==> config.mk <==
export PLATFORM = sky130hd
export DESIGN_NAME = hset_ram
export DESIGN_NICKNAME = d
export VERILOG_FILES = /design/src/rtl/hset_ram.sv
export SDC_FILE = /design/constraint.sdc
export NUM_CORES = 1
export LEC_CHECK = 0
export ABC_AREA = 1
export BUFFER_PORTS_ARGS = -buffer_cell sky130_fd_sc_hd__buf_2
export CORE_ASPECT_RATIO = 0.75
export CORE_UTILIZATION = 30
export DETAILED_ROUTE_END_ITERATION = 10
export PLACE_DENSITY = 0.57
export REMOVE_ABC_BUFFERS = 1
export SYNTH_ARGS = -nofsm -noshare
export SYNTH_HDL_FRONTEND = slang
export SYNTH_SLANG_ARGS = --single-unit
==> constraint.sdc <==
create_clock -name aclk -period 2.15 [get_ports aclk]
set_input_delay 0.43 -clock aclk [delete_from_list [all_inputs] [get_ports aclk]]
set_output_delay 0.43 -clock aclk [all_outputs]
set_load 0.01 [all_outputs]
==> src/rtl/hset_ram.sv <==
// ----------------------------------------------------------------------------
// hset_ram
// Generic simple dual-port RAM: one write port, one read port with a
// registered read; read data holds while re is low.
// ----------------------------------------------------------------------------
module hset_ram #(
    parameter int WIDTH = 8,
    parameter int DEPTH = 16
) (
    input  logic                     aclk,
    input  logic                     we,
    input  logic [$clog2(DEPTH)-1:0] waddr,
    input  logic [WIDTH-1:0]         wdata,
    input  logic                     re,
    input  logic [$clog2(DEPTH)-1:0] raddr,
    output logic [WIDTH-1:0]         rdata
);

    logic [WIDTH-1:0] mem_reg [DEPTH];
    logic [WIDTH-1:0] rdata_reg;

    // Write port
    always_ff @(posedge aclk) begin
        if (we) begin
            mem_reg[waddr] <= wdata;
        end
    end

    // Registered read port
    always_ff @(posedge aclk) begin
        if (re) begin
            rdata_reg <= mem_reg[raddr];
        end
    end

    assign rdata = rdata_reg;

endmodule

# Word-level counts from Yosys, hierarchy flattened
# Memories as Yosys holds them, arrays and structs flattened. A register that Yosys moved wholly into a read port is not among the register bits.
# Cells that the tools add are included.
totals:
  mem_count: 1
  word_cells: 3
  register_bits: 0
  ram_bits: 128
memory_table:
  columns: ["name", "depth", "word_bits", "rd", "rd_clocked_by_memory_dff", "write_ports", "line", "source"]
  rows:
  - ["mem_reg", 16, 8, 1, 1, 1, "19", "logic [WIDTH-1:0] mem_reg [DEPTH];"]
op_classes:
  mux: 2
op_table:
  columns: ["cell", "count"]
  rows:
  - ["2-to-1 mux 1 bit", 2]

# Depth between registers and ports, before layout
logic_depth:
  depth_word: 2
  mapped_depth: 8
  depth_no_buf: 7

# Least setup slack after synthesis
# No wires, ideal clock.
synth_timing:
  path_kind: "in2reg"
  from: "in waddr[2]"
  to: "mem mem_reg[10][0] (enable)"
  cell_stages: 2
  t_arrival_ps: 1011
  setup_time_ps: 370
  setup_slack_ps: 769
  path_buffers: 0
  path_cell_list: "nand3b_1 > nor2_1"
synth_rtl:
  columns: ["element", "line", "source"]
  rows:
  - ["start, declared", "12", "input logic [$clog2(DEPTH)-1:0] waddr,"]
  - ["end, declared", "19", null]
# Straight into the memory's write port.

# Worst setup path in the final report
layout_timing:
  from: "reg rdata_reg[3] (netlist: rdata[3]), read port of mem_reg"
  to: "out rdata[3]"
layout_rtl:
  columns: ["element", "line", "source"]
  rows:
  - ["start, declared", "20", "logic [WIDTH-1:0] rdata_reg;"]
  - ["end, declared", "16", "output logic [WIDTH-1:0] rdata"]
# No word-level cell between the ends.

==> results.md <==
- Status: complete, no violations
- Die Y: 123 um
- CP peak stage delay: 0.43 ns
- CP arrival: 1.02 ns
- Internal power: 4.95 mW
- Final hold violations: 0
- Drt wl/cell: 16.8 um
- Pleak: 2.96 nW
- Pre-antenna DRT Iters: 5
- CP delay by family, top: flip-flops
- Relative slew slack: between 60% and 70%
- CP Data Required Time: 1.72 ns
- Layout cells sized above 1: 13.5%
- Worst skew pair latency: 0.41 ns
- CP Buf/Inv Count: 1
- # IOs: 27
- Main area contributors after synthesis: edfxtp_1 (70%), nand2_1 (11%), nand3_1 (8.3%), inv_1 (6.4%), buf_6 (1.2%)
- Die area: 0.0201 mm2
- Worst Tran Pin Value: 0.465 ns
- Post-Syn Area: 0.00585 mm2
- Post-synth top area share: 69.8%
- # hold bufs at CTS: 0
- Final nets: 613
- Setup Skew: 0.00636 ns
- Sequential share of power: approximately 47%
- # DRC: 0
- Net Sw Frac: 22.7%
- Register-to-Register Setup Slack: 1.03 ns
- Ant. Diodes: 0
- Crit path time final: 1.45 ns
- Number of gates resized after cts: 0
- Crit path cell chain: buf_2
- Post-synth top cells: nand2_1 (173), edfxtp_1 (136), inv_1 (100)
- Min-delay src: re
- Clk pwr share: 47.2%
- Max reg flops: between 100 and 150
- Setup Buffers After CTS: 0
- Worst setup SP type: flop
- Number of routed nets with antenna violations: 0
- R2r startpoint: mem_reg[8][0]$_DFFE_PP_
- Worst path slowest cell: edfxtp_1
- Most used DFF post-synth: edfxtp_1
- Max frequency: 0.690 GHz
- Hold Path Class: input pin to flop
- Peak VDD IR: 0.465 mV
- Hold Crit Depth: 1
- Worst-path clk slew: 0.06 ns
- EDFF count, synth: 136
- Setup CP Type: flop to output pin
- Worst Path Max Fanout: 1
- Die W: 163 um
- Seq/Total Area, Yosys: between 60% and 70%
- Final setup fails: 0
- Synth Instances: 551
- Async SR Flop Fraction: 0%
- Worst-case reg-to-reg path depth: 6
- Row count: 43
- Avg Vias per Cell: 4.56
- Fin crit share: 67.4%
- First-pass GRT wire length: ~22000 um
- Root Buffer: clkbuf_16
- Routed WL: around 14000 um
- #FFs+latches synth: 136
- Total gr overflow: 0
- R2R Path End: rdata[0]$_DFFE_PP_
- CTS tree: done
- Power per cell area: 921 mW/mm2
- Switching pwr: 1.45 mW
- Cell with the most instances after synthesis: nand2_1
- Hold_ws: roughly 0.4 ns
- CTS buffer count: 17
- Yosys cell types: 11
- 1st-iter DRT viols: 369
- Largest area contributor in the netlist: edfxtp_1
- P&R area growth vs syn: 18.9%
- Avg Inst Size Synth: 10.6 um2
- Ys Warns: 0
- Routed vias: 3897
- MaxCap Viol Count: 0
- Initial antenna violation count: 0
- Number of max-slew violations in the final report: 0
- Initial Util: 31.1%
- RSZ-0062 raised after global routing: no
- DP HPWL: approximately 9000 um
- CP Capture Type: output pin
- GRT Total Usage: 15.5%
- Number of global-route vias before repair: 3907
- H-tree depth: 4
- Core box area: 0.0188 mm2
- IO buf count: 26
- Final GP Congestion: 0.805
- Clock sink count: approximately 140
- Combinational cell fraction of total power: under 10%
- CTS max path bufs: 2
- Pin count of the biggest net entering global routing: 65
- End point of the worst hold path: rdata[7]$_DFFE_PP_
- Setup TNS Final: 0 ns
[kinds of logic after synthesis]
logic type,Yosys count,synth area share [%]
AND/OR/NAND/NOR,289,20.8
flip-flops,136,69.8
buffers and inverters,126,9.39
[how the worst max path moves through the flow]
| stage | startpoint | end | cells past startpoint |
|---|---|---|---|
| 6_report | rdata[3]$_DFFE_PP_ | rdata[3] | 1 |
| 5_1_grt | rdata[4]$_DFFE_PP_ | rdata[4] | 1 |
| 2_1_floorplan | raddr[0] | rdata[2]$_DFFE_PP_ | 6 |
| 3_3_place_gp | raddr[0] | rdata[5]$_DFFE_PP_ | 8 |
| 4_1_cts | rdata[4]$_DFFE_PP_ | rdata[4] | 1 |
| 3_5_place_dp | raddr[0] | rdata[0]$_DFFE_PP_ | 8 |
[power by group through the flow]
stage | Combinational (mW) | Sequential (mW) | Clock [mW]
final | 0.373 | 3.01 | 3.03
after global routing | 0.419 | 3.01 | 3.18
after CTS | 0.375 | 3.01 | 3.06
after detailed placement | 0.373 | 3.06 | 0
after global placement | 0.366 | 3.06 | 0
after floorplan | 0.160 | 3.06 | 0
[layout make-up]
type,count,area [um2]
Timing Repair Buffer,48,345
Clock buffer,17,425
Inverter,102,383
Multi-Input combinational cell,289,1210
Sequential cell,136,4080
Tap cell,247,309
Fill cell,1812,11800
Clock inverter,15,194
[through the flow]
stage | power [mW] | utilization [%] | area, um2 | setup WS [ns] | std cells
final | 6.41 | 37.0 | 6950 | 0.701 | 854
after global routing | 6.61 | 37.0 | 6950 | 0.687 | 854
after CTS | 6.44 | 37.0 | 6950 | 0.679 | 854
after detailed placement | 3.44 | 33.7 | 6330 | 0.494 | 822
after global placement | 3.43 | 33.7 | 6330 | 0.521 | 822
after floorplan | 3.22 | - | 5680 | 0.599 | 527
[placed cells by master, fill, tap and decap left out]
cell type and count:
bufinv_16 3, buf_2 26, nand2_1 173, clkbuf_16 17
buf_4 18, buf_12 4, inv_6 3, nand3b_1 2
clkinv_2 1, inv_8 2, edfxtp_1 136, nand3_1 97
inv_1 100, inv_2 2, clkinv_4 4, clkinvlp_4 2
nor2_1 17
[layer usage]
metal,vias to the layer above,track usage (%),routed length [um]
met1,1907,21.5,6940
met2,110,24.0,6420
li1,1869,-,-
met5,-,0,0
met4,0,4.56,112
met3,11,3.82,836
Power figures use the tool's default switching activity.
